### src/rtl/mst_pkg.sv
// Shared types and constants for the minimum segment tree.
package mst_pkg;

    localparam int unsigned VAL_W = 30;
    localparam int unsigned POS_W = 10;

    localparam logic [VAL_W-1:0] EMPTY_VALUE = 30'd1000000000;

    // Item kinds carried on the input tuser.
    localparam logic ACT_WRITE = 1'b0;
    localparam logic ACT_QUERY = 1'b1;

    // Field offsets inside the input tdata.
    localparam int unsigned POS_LSB = 0;
    localparam int unsigned VAL_LSB = POS_LSB + POS_W;
    localparam int unsigned LO_LSB  = VAL_LSB + VAL_W;
    localparam int unsigned HI_LSB  = LO_LSB + POS_W;
    localparam int unsigned S_DATA_W = 64;
    localparam int unsigned M_DATA_W = 32;

    typedef enum logic [3:0] {
        ST_CLEAR,
        ST_IDLE,
        ST_U_SIB,
        ST_U_PAR,
        ST_Q_LEFT,
        ST_Q_LDATA,
        ST_Q_RIGHT,
        ST_Q_RDATA,
        ST_DONE
    } state_t;

endpackage

### src/rtl/mst_seq.sv
// Sequencer that walks the tree for updates and queries around one shared min unit.
module mst_seq #(
    parameter int unsigned LEAVES = 1024,
    parameter int unsigned IW     = 11
) (
    input  logic                      aclk,
    input  logic                      aresetn,
    input  logic                      in_valid,
    output logic                      in_ready,
    input  logic                      in_action,
    input  logic [mst_pkg::POS_W-1:0] in_position,
    input  logic [mst_pkg::VAL_W-1:0] in_value,
    input  logic [mst_pkg::POS_W-1:0] in_range_low,
    input  logic [mst_pkg::POS_W-1:0] in_range_high,
    output logic                      res_valid,
    input  logic                      res_ready,
    output logic [mst_pkg::VAL_W-1:0] res_data,
    output logic                      mem_we,
    output logic [IW-1:0]             mem_addr,
    output logic [mst_pkg::VAL_W-1:0] mem_wdata,
    input  logic [mst_pkg::VAL_W-1:0] mem_rdata
);

    // Node indexes carry one extra bit so that the exclusive right bound fits.
    localparam int unsigned NW = IW + 1;
    localparam int unsigned CW = (NW > mst_pkg::POS_W) ? NW : mst_pkg::POS_W;
    localparam logic [CW-1:0] LEAF_C  = CW'(LEAVES);
    localparam logic [CW-1:0] LAST_C  = CW'(LEAVES - 1);
    localparam logic [IW-1:0] CLR_END = IW'(2 * LEAVES - 1);
    localparam logic [NW-1:0] ROOT    = NW'(1);

    mst_pkg::state_t state_reg, state_next;
    logic [NW-1:0]             l_reg, l_next;
    logic [NW-1:0]             r_reg, r_next;
    logic [mst_pkg::VAL_W-1:0] acc_reg, acc_next;
    logic [IW-1:0]             clr_reg, clr_next;

    logic [mst_pkg::VAL_W-1:0] min_a, min_b, min_y;
    logic [CW-1:0]             pos_c, lo_c, hi_e, hi_c;
    logic [NW-1:0]             sib, par, r_dec;

    // The one min unit of the block.
    assign min_y = (min_a < min_b) ? min_a : min_b;

    assign pos_c = CW'(in_position);
    assign lo_c  = CW'(in_range_low);
    assign hi_e  = CW'(in_range_high);
    assign hi_c  = (hi_e > LAST_C) ? LAST_C : hi_e;
    assign sib   = l_reg ^ ROOT;
    assign par   = l_reg >> 1;
    assign r_dec = r_reg - ROOT;

    always_ff @(posedge aclk) begin
        if (!aresetn) begin
            state_reg <= mst_pkg::ST_CLEAR;
            clr_reg   <= '0;
        end else begin
            state_reg <= state_next;
            clr_reg   <= clr_next;
        end
    end

    always_ff @(posedge aclk) begin
        l_reg   <= l_next;
        r_reg   <= r_next;
        acc_reg <= acc_next;
    end

    always_comb begin
        state_next = state_reg;
        l_next     = l_reg;
        r_next     = r_reg;
        acc_next   = acc_reg;
        clr_next   = clr_reg;
        in_ready   = 1'b0;
        res_valid  = 1'b0;
        mem_we     = 1'b0;
        mem_addr   = l_reg[IW-1:0];
        mem_wdata  = min_y;
        min_a      = acc_reg;
        min_b      = mem_rdata;
        case (state_reg)
            mst_pkg::ST_CLEAR: begin
                mem_we    = 1'b1;
                mem_addr  = clr_reg;
                mem_wdata = mst_pkg::EMPTY_VALUE;
                clr_next  = clr_reg + IW'(1);
                if (clr_reg == CLR_END) begin
                    state_next = mst_pkg::ST_IDLE;
                end
            end
            mst_pkg::ST_IDLE: begin
                in_ready = 1'b1;
                // Clamping an oversized value is a min against the empty value.
                min_a = in_value;
                min_b = mst_pkg::EMPTY_VALUE;
                if (in_valid) begin
                    if (in_action == mst_pkg::ACT_WRITE) begin
                        if (pos_c < LEAF_C) begin
                            l_next     = NW'(pos_c + LEAF_C);
                            mem_we     = 1'b1;
                            mem_addr   = IW'(pos_c + LEAF_C);
                            acc_next   = min_y;
                            state_next = mst_pkg::ST_U_SIB;
                        end
                    end else begin
                        acc_next = mst_pkg::EMPTY_VALUE;
                        if (lo_c >= LEAF_C || lo_c > hi_c) begin
                            state_next = mst_pkg::ST_DONE;
                        end else begin
                            l_next     = NW'(lo_c + LEAF_C);
                            r_next     = NW'(hi_c + LEAF_C + CW'(1));
                            state_next = mst_pkg::ST_Q_LEFT;
                        end
                    end
                end
            end
            mst_pkg::ST_U_SIB: begin
                mem_addr   = sib[IW-1:0];
                state_next = mst_pkg::ST_U_PAR;
            end
            mst_pkg::ST_U_PAR: begin
                // The parent takes the smaller of the fresh child and its sibling.
                mem_we   = 1'b1;
                mem_addr = par[IW-1:0];
                acc_next = min_y;
                l_next   = par;
                state_next = (par == ROOT) ? mst_pkg::ST_IDLE : mst_pkg::ST_U_SIB;
            end
            mst_pkg::ST_Q_LEFT: begin
                if (l_reg >= r_reg) begin
                    state_next = mst_pkg::ST_DONE;
                end else if (l_reg[0]) begin
                    mem_addr   = l_reg[IW-1:0];
                    l_next     = l_reg + ROOT;
                    state_next = mst_pkg::ST_Q_LDATA;
                end else begin
                    state_next = mst_pkg::ST_Q_RIGHT;
                end
            end
            mst_pkg::ST_Q_LDATA: begin
                acc_next   = min_y;
                state_next = mst_pkg::ST_Q_RIGHT;
            end
            mst_pkg::ST_Q_RIGHT: begin
                if (r_reg[0]) begin
                    mem_addr   = r_dec[IW-1:0];
                    r_next     = r_dec;
                    state_next = mst_pkg::ST_Q_RDATA;
                end else begin
                    l_next     = l_reg >> 1;
                    r_next     = r_reg >> 1;
                    state_next = mst_pkg::ST_Q_LEFT;
                end
            end
            mst_pkg::ST_Q_RDATA: begin
                acc_next   = min_y;
                l_next     = l_reg >> 1;
                r_next     = r_reg >> 1;
                state_next = mst_pkg::ST_Q_LEFT;
            end
            mst_pkg::ST_DONE: begin
                res_valid = 1'b1;
                if (res_ready) begin
                    state_next = mst_pkg::ST_IDLE;
                end
            end
            default: begin
                state_next = mst_pkg::ST_IDLE;
            end
        endcase
    end

    assign res_data = acc_reg;

    a_wdata_range: assert property (@(posedge aclk) disable iff (!aresetn)
        mem_we |-> mem_wdata <= mst_pkg::EMPTY_VALUE)
        else $error("node write above the empty value");

    a_bounds: assert property (@(posedge aclk) disable iff (!aresetn)
        (state_reg == mst_pkg::ST_Q_LEFT) |-> l_reg <= r_reg)
        else $error("query bounds crossed");

    a_no_write_in_query: assert property (@(posedge aclk) disable iff (!aresetn)
        (state_reg == mst_pkg::ST_Q_LEFT || state_reg == mst_pkg::ST_Q_LDATA ||
         state_reg == mst_pkg::ST_Q_RIGHT || state_reg == mst_pkg::ST_Q_RDATA ||
         state_reg == mst_pkg::ST_DONE) |-> !mem_we)
        else $error("tree written during a query");

    a_result_held: assert property (@(posedge aclk) disable iff (!aresetn)
        (res_valid && !res_ready) |=> res_valid && $stable(res_data))
        else $error("pending result changed");

endmodule

### config.mk
export PLATFORM = sky130hd
export DESIGN_NAME = mst_seq
export DESIGN_NICKNAME = d
export VERILOG_FILES = /design/src/rtl/mst_pkg.sv /design/src/rtl/mst_seq.sv
export SDC_FILE = /design/constraint.sdc
export NUM_CORES = 1
export LEC_CHECK = 0
export BUFFER_PORTS_ARGS = -buffer_cell sky130_fd_sc_hd__buf_2
export CAP_MARGIN = 25
export CORE_AREA = 2 2 128 130
export DETAILED_ROUTE_END_ITERATION = 10
export DIE_AREA = 0 0 130 132
export GPL_TIMING_DRIVEN = 0
export MAX_ROUTING_LAYER = met4
export PLACE_DENSITY_LB_ADDON = 0.05
export SLEW_MARGIN = 20
export SYNTH_ARGS = -nofsm -noshare
export SYNTH_HDL_FRONTEND = slang
export SYNTH_SLANG_ARGS = --single-unit
### constraint.sdc
create_clock -name aclk -period 9.35 [get_ports aclk]
set_input_delay 0.935 -clock aclk [delete_from_list [all_inputs] [get_ports aclk]]
set_output_delay 0.935 -clock aclk [all_outputs]
set_load 0.01 [all_outputs]
==> results of run 1 <==
-- power by group --
| part | switching [mW] | internal [mW] |
|---|---|---|
| logic | 0.0633 | 0.0442 |
| clock network | 0.146 | 0.205 |
| registers | 0.00170 | 0.332 |
-- final timing paths --
kind,start,end,slack (ns)
worst max-delay path,state_reg[2],mem_wdata[29],2.60
worst min-delay path,clr_reg[9],clr_reg[9],0.53
worst max register to register,state_reg[2],res_data[20],3.88
worst min register to register,clr_reg[9],clr_reg[9],0.53
-- synth_stat cells (2+ instances only) --
| library cell | count |
|---|---|
| nand2_1 | 79 |
| inv_1 | 62 |
| edfxtp_1 | 54 |
| ha_1 | 54 |
| nor2_1 | 43 |
| clkbuf_1 | 40 |
| mux2i_1 | 39 |
| o21ai_0 | 37 |
| nor4_1 | 35 |
| a211oi_1 | 34 |
| a31oi_1 | 28 |
| nand3_1 | 22 |
| a21oi_1 | 21 |
| nand4_1 | 17 |
| xnor2_1 | 17 |
| a21boi_0 | 15 |
| dfxtp_1 | 15 |
| a22oi_1 | 14 |
| nor3_1 | 12 |
| buf_2 | 10 |
| a21o_1 | 9 |
| o221ai_1 | 9 |
| nor2b_1 | 8 |
| a222oi_1 | 7 |
| xor2_1 | 7 |
| o31ai_1 | 6 |
| or3_1 | 6 |
| and3_1 | 4 |
| buf_1 | 4 |
| nand2b_1 | 4 |
| a221oi_1 | 3 |
| and4_1 | 3 |
| a2111oi_0 | 2 |
| a31o_2 | 2 |
| and2_1 | 2 |
| o21bai_1 | 2 |
-- stage by stage --
step                instances  setup slack, ns  power (mW)  hold WS [ns]
CTS                      1147            2.666      0.7946        0.5239
detailed placement       1131            3.069      0.4461        0.5150
global placement         1130            3.142      0.4450        0.4990
finish                   1147            2.597      0.7920        0.5295
floorplan                 747            4.482      0.3996        0.4699
global route             1147            2.269      0.8216        0.5400
-- cells by family (layout without fill, tap and decap cells) --
kind of cell             count (synthesis)  in the layout  synth area share
flip-flops                              69             69            0.3082
adder cells (fa/ha/maj)                 54             54            0.1083
XOR/XNOR                                24             24           0.03371
buffers and inverters                  117            301           0.07243
multiplexers                            39             39           0.06260
AND/OR/NAND/NOR                        240            240            0.1870
AO/OA/AOI/OAI                          204            204            0.2277
-- cell type report --
| class | instances | area (um^2) | share of cell area |
|---|---|---|---|
| buffer | 54 | 215.2 | 0.02804 |
| clock buffer | 9 | 225.2 | 0.02935 |
| clock inverter | 7 | 66.31 | 0.008642 |
| inverter | 63 | 236.5 | 0.03082 |
| multi-input combinational | 561 | 3882 | 0.5060 |
| sequential | 69 | 1922 | 0.2504 |
| tap | 216 | 270.3 | 0.03522 |
| timing repair buffer | 168 | 855.8 | 0.1115 |
-- routing by layer --
layer  wire, um  up-vias  GRT usage
li1           -     3184          -
met1       9483     3222     0.3248
met2      11840      293     0.4843
met3       1430       43    0.04586
met4        750        0     0.1039
met5          0        -          -
-- layout by cell type (no fill, tap or decap), drive strengths merged, types with 12 or more instances in the layout --
cell	count
inv	62
nand2	80
xnor2	17
edfxtp	54
a31oi	29
a22oi	14
nor3	12
o21ai	38
a21boi	15
clkbuf	49
nand4	17
a211oi	35
buf	182
dfxtp	15
nand3	22
nor4	35
mux2i	39
nor2	44
a21oi	21
ha	54
-- worst min-delay path, stage by stage (launching register included) --
cell	delay, ns
dfxtp_1	0.34
o21ai_0	0.08
a21oi_1	0.06
==> impl_metrics.py, run 1 <==
metrics = {
    "clocking": {
        "clk_pin_slew_ns": 0.06,
        "cts_tree": "done",
        "cts.htree.levels": 3,
        "clk_latency_ns": 0.35,
        "cts_sinks": 69,
        "cts_resized": 0,
        "cts_buffers": 9,
        "cts_post_setup_buffers_inserted": 0,
        "cts_root_buffer": "clkbuf_16",
        "cts_buffer_depth": 2,
        "cts_hold_buf": 0,
    },
    "placement": {
        "placed_cell_area_um2": 7382,
        "port_buffers": 167,
        "place.gp.congestion": 0.9071,
        "dp_hpwl_mm": 18.23,
    },
    "logic_synthesis": {
        "synth_area_um2": 6236,
        "synth_nets": 896,
        "yosysTopAreaCellShare": 0.2600,
        "avgSynthCellArea_um2": 8.348,
        "synth_seq_cells": 69,
        "synth-edff-count": 54,
        "ys_seq_area_frac": 0.3082,
        "synth_cells": 747,
        "yosys-top-cells-area": "edfxtp_1, ha_1, mux2i_1",
        "synth_cell_types": 57,
        "synth_largest_area_cell": "edfxtp_1",
        "async_flop_share": 0,
        "ys_warn_count": 0,
        "ys.flop_type": "edfxtp_1",
    },
    "timing": {
        "report.final.setup_viol": 0,
        "fmax_ghz": 0.1481,
        "final-hold-violation-count": 0,
        "fin_tns_setup_ns": 0,
        "worstMarginPinSlew_ns": 1.008,
        "rsz0062_at_grt": "no",
        "maxSlewHeadroom": 0.3251,
        "skew_ns": 0.008398,
        "layout_min_cycle_time_ns": 6.753,
        "finalMaxSlewViolations": 0,
        "fin_crit_sh": 0.7222,
    },
    "global_routing": {
        "grt.total_usage": 0.2807,
        "grt_pass1_vias": 6753,
        "overflow": 0,
        "grt_pass1_wl_mm": 36.22,
        "grt_max_degree": 24,
        "antenna_found_initial": 0,
    },
    "hold_path": {
        "hold_depth": 2,
        "min_path_type": "reg2reg",
    },
    "routing": {
        "wl_mm": 23.50,
        "routedWlPerCell_um": 20.49,
        "drc_errors": 0,
        "dr.pass1.iters": 5,
        "drt_iter0_drc": 528,
        "vias_per_cell": 5.878,
        "vias": 6742,
        "ant_nets": 0,
    },
    "final_layout": {
        "fin_nets": 1075,
        "largest_reg_flops": 30,
        "fin_area_um2": 7674,
        "final_core_util": 0.4884,
        "area_growth_syn_to_layout_pct": 23.05,
        "insertedDiodeCount": 0,
        "drive_gt1_frac": 0.2191,
        "nFillCells": 1615,
    },
    "setup_path": {
        "crit_required_ns": 8.42,
        "cp-end-kind": "primary output",
        "worst_path_max_delay_cell": "a31oi_1",
        "cp_num_buf_inv": 7,
        "worstPathArrival_ns": 5.82,
        "slowest_delay_ns": 0.75,
        "crit_top_cell": "clkbuf_1",
        "crit_family": "buffers and inverters",
        "path_class": "reg2out",
        "cp.depth": 16,
        "crit_path_start_kind": "flip-flop",
        "ff2ff_path_depth": 15,
        "cp_max_fo": 10,
        "crit_chain": "clkbuf_1, or4b_1, buf_2, buf_1, clkbuf_1, mux2i_1, inv_1, ha_1, nand4_1, nor4_1, a22oi_1, a31oi_1, clkbuf_1, nor4_1, a31oi_1, buf_2",
    },
    "die": {
        "start_util": 0.3969,
        "num_rows": 46,
        "die-area_um2": 17160,
        "core_area_um2": 15710,
        "io_pins": 169,
        "die_w_um": 130,
        "die_h_um": 132,
    },
    "pwr": {
        "worst_ir_drop_vdd_uv": 84.56,
        "cellPowerDensity_nw_per_um2": 103.2,
        "leakagePower_nw": 3.431,
    },
    "flow_run": {
        "cap_violations": 0,
    },
    "status": {
        "outcome": "finished, final reports clean",
    },
}
(Power assumes the default switching activity.)
==> inputs of run 2 (changes only) <==
ABC_AREA = 1   (was unset)
CORE_AREA = 2 2 129 131   (was 2 2 128 130)
DIE_AREA = 0 0 131 133   (was 0 0 130 132)
clock period = 5.7 ns   (was 9.35 ns; I/O delays follow)
==> impl_metrics.py, run 2 <==
metrics = {
    "status": {
        "outcome": "finished, final reports clean",
    },
    "final_layout": {
        "area_growth_syn_to_layout_pct": 23.02,
        "largest_reg_flops": 30,
        "final_cell_mix": "nand2_1, buf_2, nor2_1, nand3_1, inv_1",
        "stdcell_count": 1324,
        "drive_gt1_frac": 0.2237,
        "fin_nets": 1248,
        "insertedDiodeCount": 0,
        "final_common_cell": "nand2_1",
        "final_core_util": 0.4784,
    },
    "setup_path": {
        "cp_num_buf_inv": 6,
        "ff2ff_path_depth": 17,
        "cp.depth": 17,
        "crit_top_cell": "buf_2",
        "cp-end-kind": "primary output",
        "worst_path_max_delay_cell": "buf_1",
        "crit_chain": "nor2_2, nand2_4, inv_2, buf_2, buf_2, buf_2, nor2_1, ha_1, a21oi_1, nor2_1, a211oi_1, o21ai_0, a21oi_2, buf_1, nand3_1, nand3_1, buf_2",
        "crit_path_start_kind": "flip-flop",
        "worstPathArrival_ns": 4.11,
        "cp_max_fo": 10,
        "crit_family": "buffers and inverters",
        "slowest_delay_ns": 0.45,
        "path_class": "reg2out",
        "crit_required_ns": 5.13,
    },
    "routing": {
        "vias": 7042,
        "drt_iter0_drc": 529,
        "dr.pass1.iters": 5,
        "routedWlPerCell_um": 17.58,
        "wl_mm": 23.28,
        "drc_errors": 0,
        "vias_per_cell": 5.319,
        "ant_nets": 0,
    },
    "global_routing": {
        "overflow": 0,
        "grt_max_degree": 31,
        "grt_pass1_vias": 6701,
        "grt.total_usage": 0.2724,
        "antenna_found_initial": 0,
        "grt_pass1_wl_mm": 35.20,
    },
    "logic_synthesis": {
        "synth_largest_area_cell": "edfxtp_1",
        "ys_warn_count": 0,
        "yosys-top-cells-area": "edfxtp_1, nand2_1, ha_1",
        "synth_seq_cells": 69,
        "synth_area_um2": 6289,
        "synth_nets": 1069,
        "avgSynthCellArea_um2": 6.835,
        "ys_seq_area_frac": 0.3056,
        "ys.flop_type": "edfxtp_1",
        "async_flop_share": 0,
        "synth_cell_types": 47,
        "synth-edff-count": 54,
        "yosysTopAreaCellShare": 0.2579,
        "yosys-top-cells-count": "nand2_1, nor2_1, nand3_1",
        "synth.most_common_cell": "nand2_1",
        "synth_cells": 920,
    },
    "timing": {
        "finalMaxSlewViolations": 0,
        "report.final.setup_viol": 0,
        "rsz0062_at_grt": "no",
        "fin_crit_sh": 0.8208,
        "worstMarginPinSlew_ns": 0.8349,
        "skew_ns": 0.01030,
        "fmax_ghz": 0.2137,
        "maxSlewHeadroom": 0.4413,
        "fin_tns_setup_ns": 0,
        "layout_min_cycle_time_ns": 4.678,
        "final-hold-violation-count": 0,
    },
    "clocking": {
        "cts_buffers": 9,
        "cts_resized": 0,
        "clk_pin_slew_ns": 0.07,
        "cts.htree.levels": 3,
        "clk_latency_ns": 0.35,
        "cts_tree": "done",
        "cts_sinks": 69,
        "cts_buffer_depth": 2,
        "cts_root_buffer": "clkbuf_16",
        "cts_post_setup_buffers_inserted": 0,
        "cts_hold_buf": 0,
    },
    "pwr": {
        "power_switching_uw": 353.8,
        "cellPowerDensity_nw_per_um2": 170.5,
        "power.internal_uw": 965.5,
        "power_frac_comb": 0.129,
        "seq_power_share": 0.414,
        "p_sw_frac": 0.2682,
        "power.share.clock": 0.457,
        "leakagePower_nw": 3.761,
        "worst_ir_drop_vdd_uv": 127.6,
    },
    "hold_path": {
        "min_path_type": "reg2reg",
        "hold_depth": 2,
    },
    "placement": {
        "port_buffers": 166,
        "place.gp.congestion": 0.9616,
        "place_inst": 1308,
        "dp_hpwl_mm": 18.22,
    },
    "die": {
        "core_area_um2": 16170,
        "start_util": 0.3889,
        "num_rows": 47,
        "die-area_um2": 17420,
        "die_w_um": 131,
        "io_pins": 169,
        "die_h_um": 133,
    },
    "flow_run": {
        "cap_violations": 0,
    },
}
[run 2: changes by cell type in the layout (fill, tap and decap cells not counted), sizes merged, moves of 19 or more]
cell | previous run | this run
a21oi | 21 | 40
nor4 | 35 | 1
nor2 | 44 | 124
o21ai | 38 | 65
nand3 | 22 | 100
nand2 | 80 | 224
a31oi | 29 | 4
a211oi | 35 | 8
mux2i | 39 | 1
inv | 62 | 104
clkbuf | 49 | 23
[run 2: cell type report]
cell class                 instances  area [um^2]
clock inverter                     5        37.54
tap                              220        275.3
fill                            1704         8436
clock buffer                      11        275.3
multi-input combinational        711         3814
sequential                        69         1922
buffer                            37        175.2
timing repair buffer             168        849.6
inverter                         103        387.9
[run 2: path summary, 6_finish.rpt]
path,start,end,slack [ns]
max reg2reg,state_reg[3],res_data[8],1.87
min reg2reg,clr_reg[7],clr_reg[7],0.51
max,state_reg[3],mem_wdata[15],1.02
min,clr_reg[7],clr_reg[7],0.51
[run 2: kinds of logic (layout without fill, tap and decap cells)]
kind of cell / Yosys count / after routing / share of synthesized area
XOR/XNOR: 1 / 1 / 0.001393
adder cells (fa/ha/maj): 54 / 54 / 0.1074
AO/OA/AOI/OAI: 167 / 167 / 0.1612
buffers and inverters: 140 / 324 / 0.08953
multiplexers: 1 / 1 / 0.001592
flip-flops: 69 / 69 / 0.3056
AND/OR/NAND/NOR: 488 / 488 / 0.3333
[run 2: power by group through the flow]
stage	clock (mW)	combinational, mW	sequential [mW]
finish	0.603	0.171	0.546
global route	0.630	0.194	0.546
CTS	0.607	0.170	0.546
detailed placement	0	0.169	0.557
global placement	0	0.168	0.557
floorplan	0	0.0974	0.557
[run 2: layer usage]
layer | global-route usage | share of wire | vias up
li1 | - | - | 3516
met1 | 0.3619 | 0.45 | 3215
met2 | 0.4280 | 0.47 | 273
met3 | 0.04165 | 0.065 | 38
met4 | 0.08038 | 0.021 | 0
met5 | - | 0 | -
[run 2: worst register-to-register path, stage by stage (launching register included)]
cell and delay (ns):
dfxtp_1 0.34, nor2_2 0.27, nand2_4 0.14, inv_2 0.15, buf_2 0.24, buf_2 0.29
buf_2 0.28, nor2_1 0.07, ha_1 0.29, a21oi_1 0.13, nor2_1 0.05, a211oi_1 0.18
o21ai_0 0.15, a21oi_2 0.24, buf_1 0.43, nand3_1 0.13, nand2_1 0.13, nor2_1 0.05
[run 2: metrics by stage]
step	worst slack (ns)	cell area, um^2	hold slack [ns]	total power [mW]
floorplan	2.360	6289	0.4584	0.6541
global placement	1.407	7395	0.4848	0.7255
global route	0.5674	7736	0.5417	1.370
finish	1.022	7736	0.5099	1.319
detailed placement	1.420	7423	0.5094	0.7258
CTS	1.025	7736	0.5197	1.323
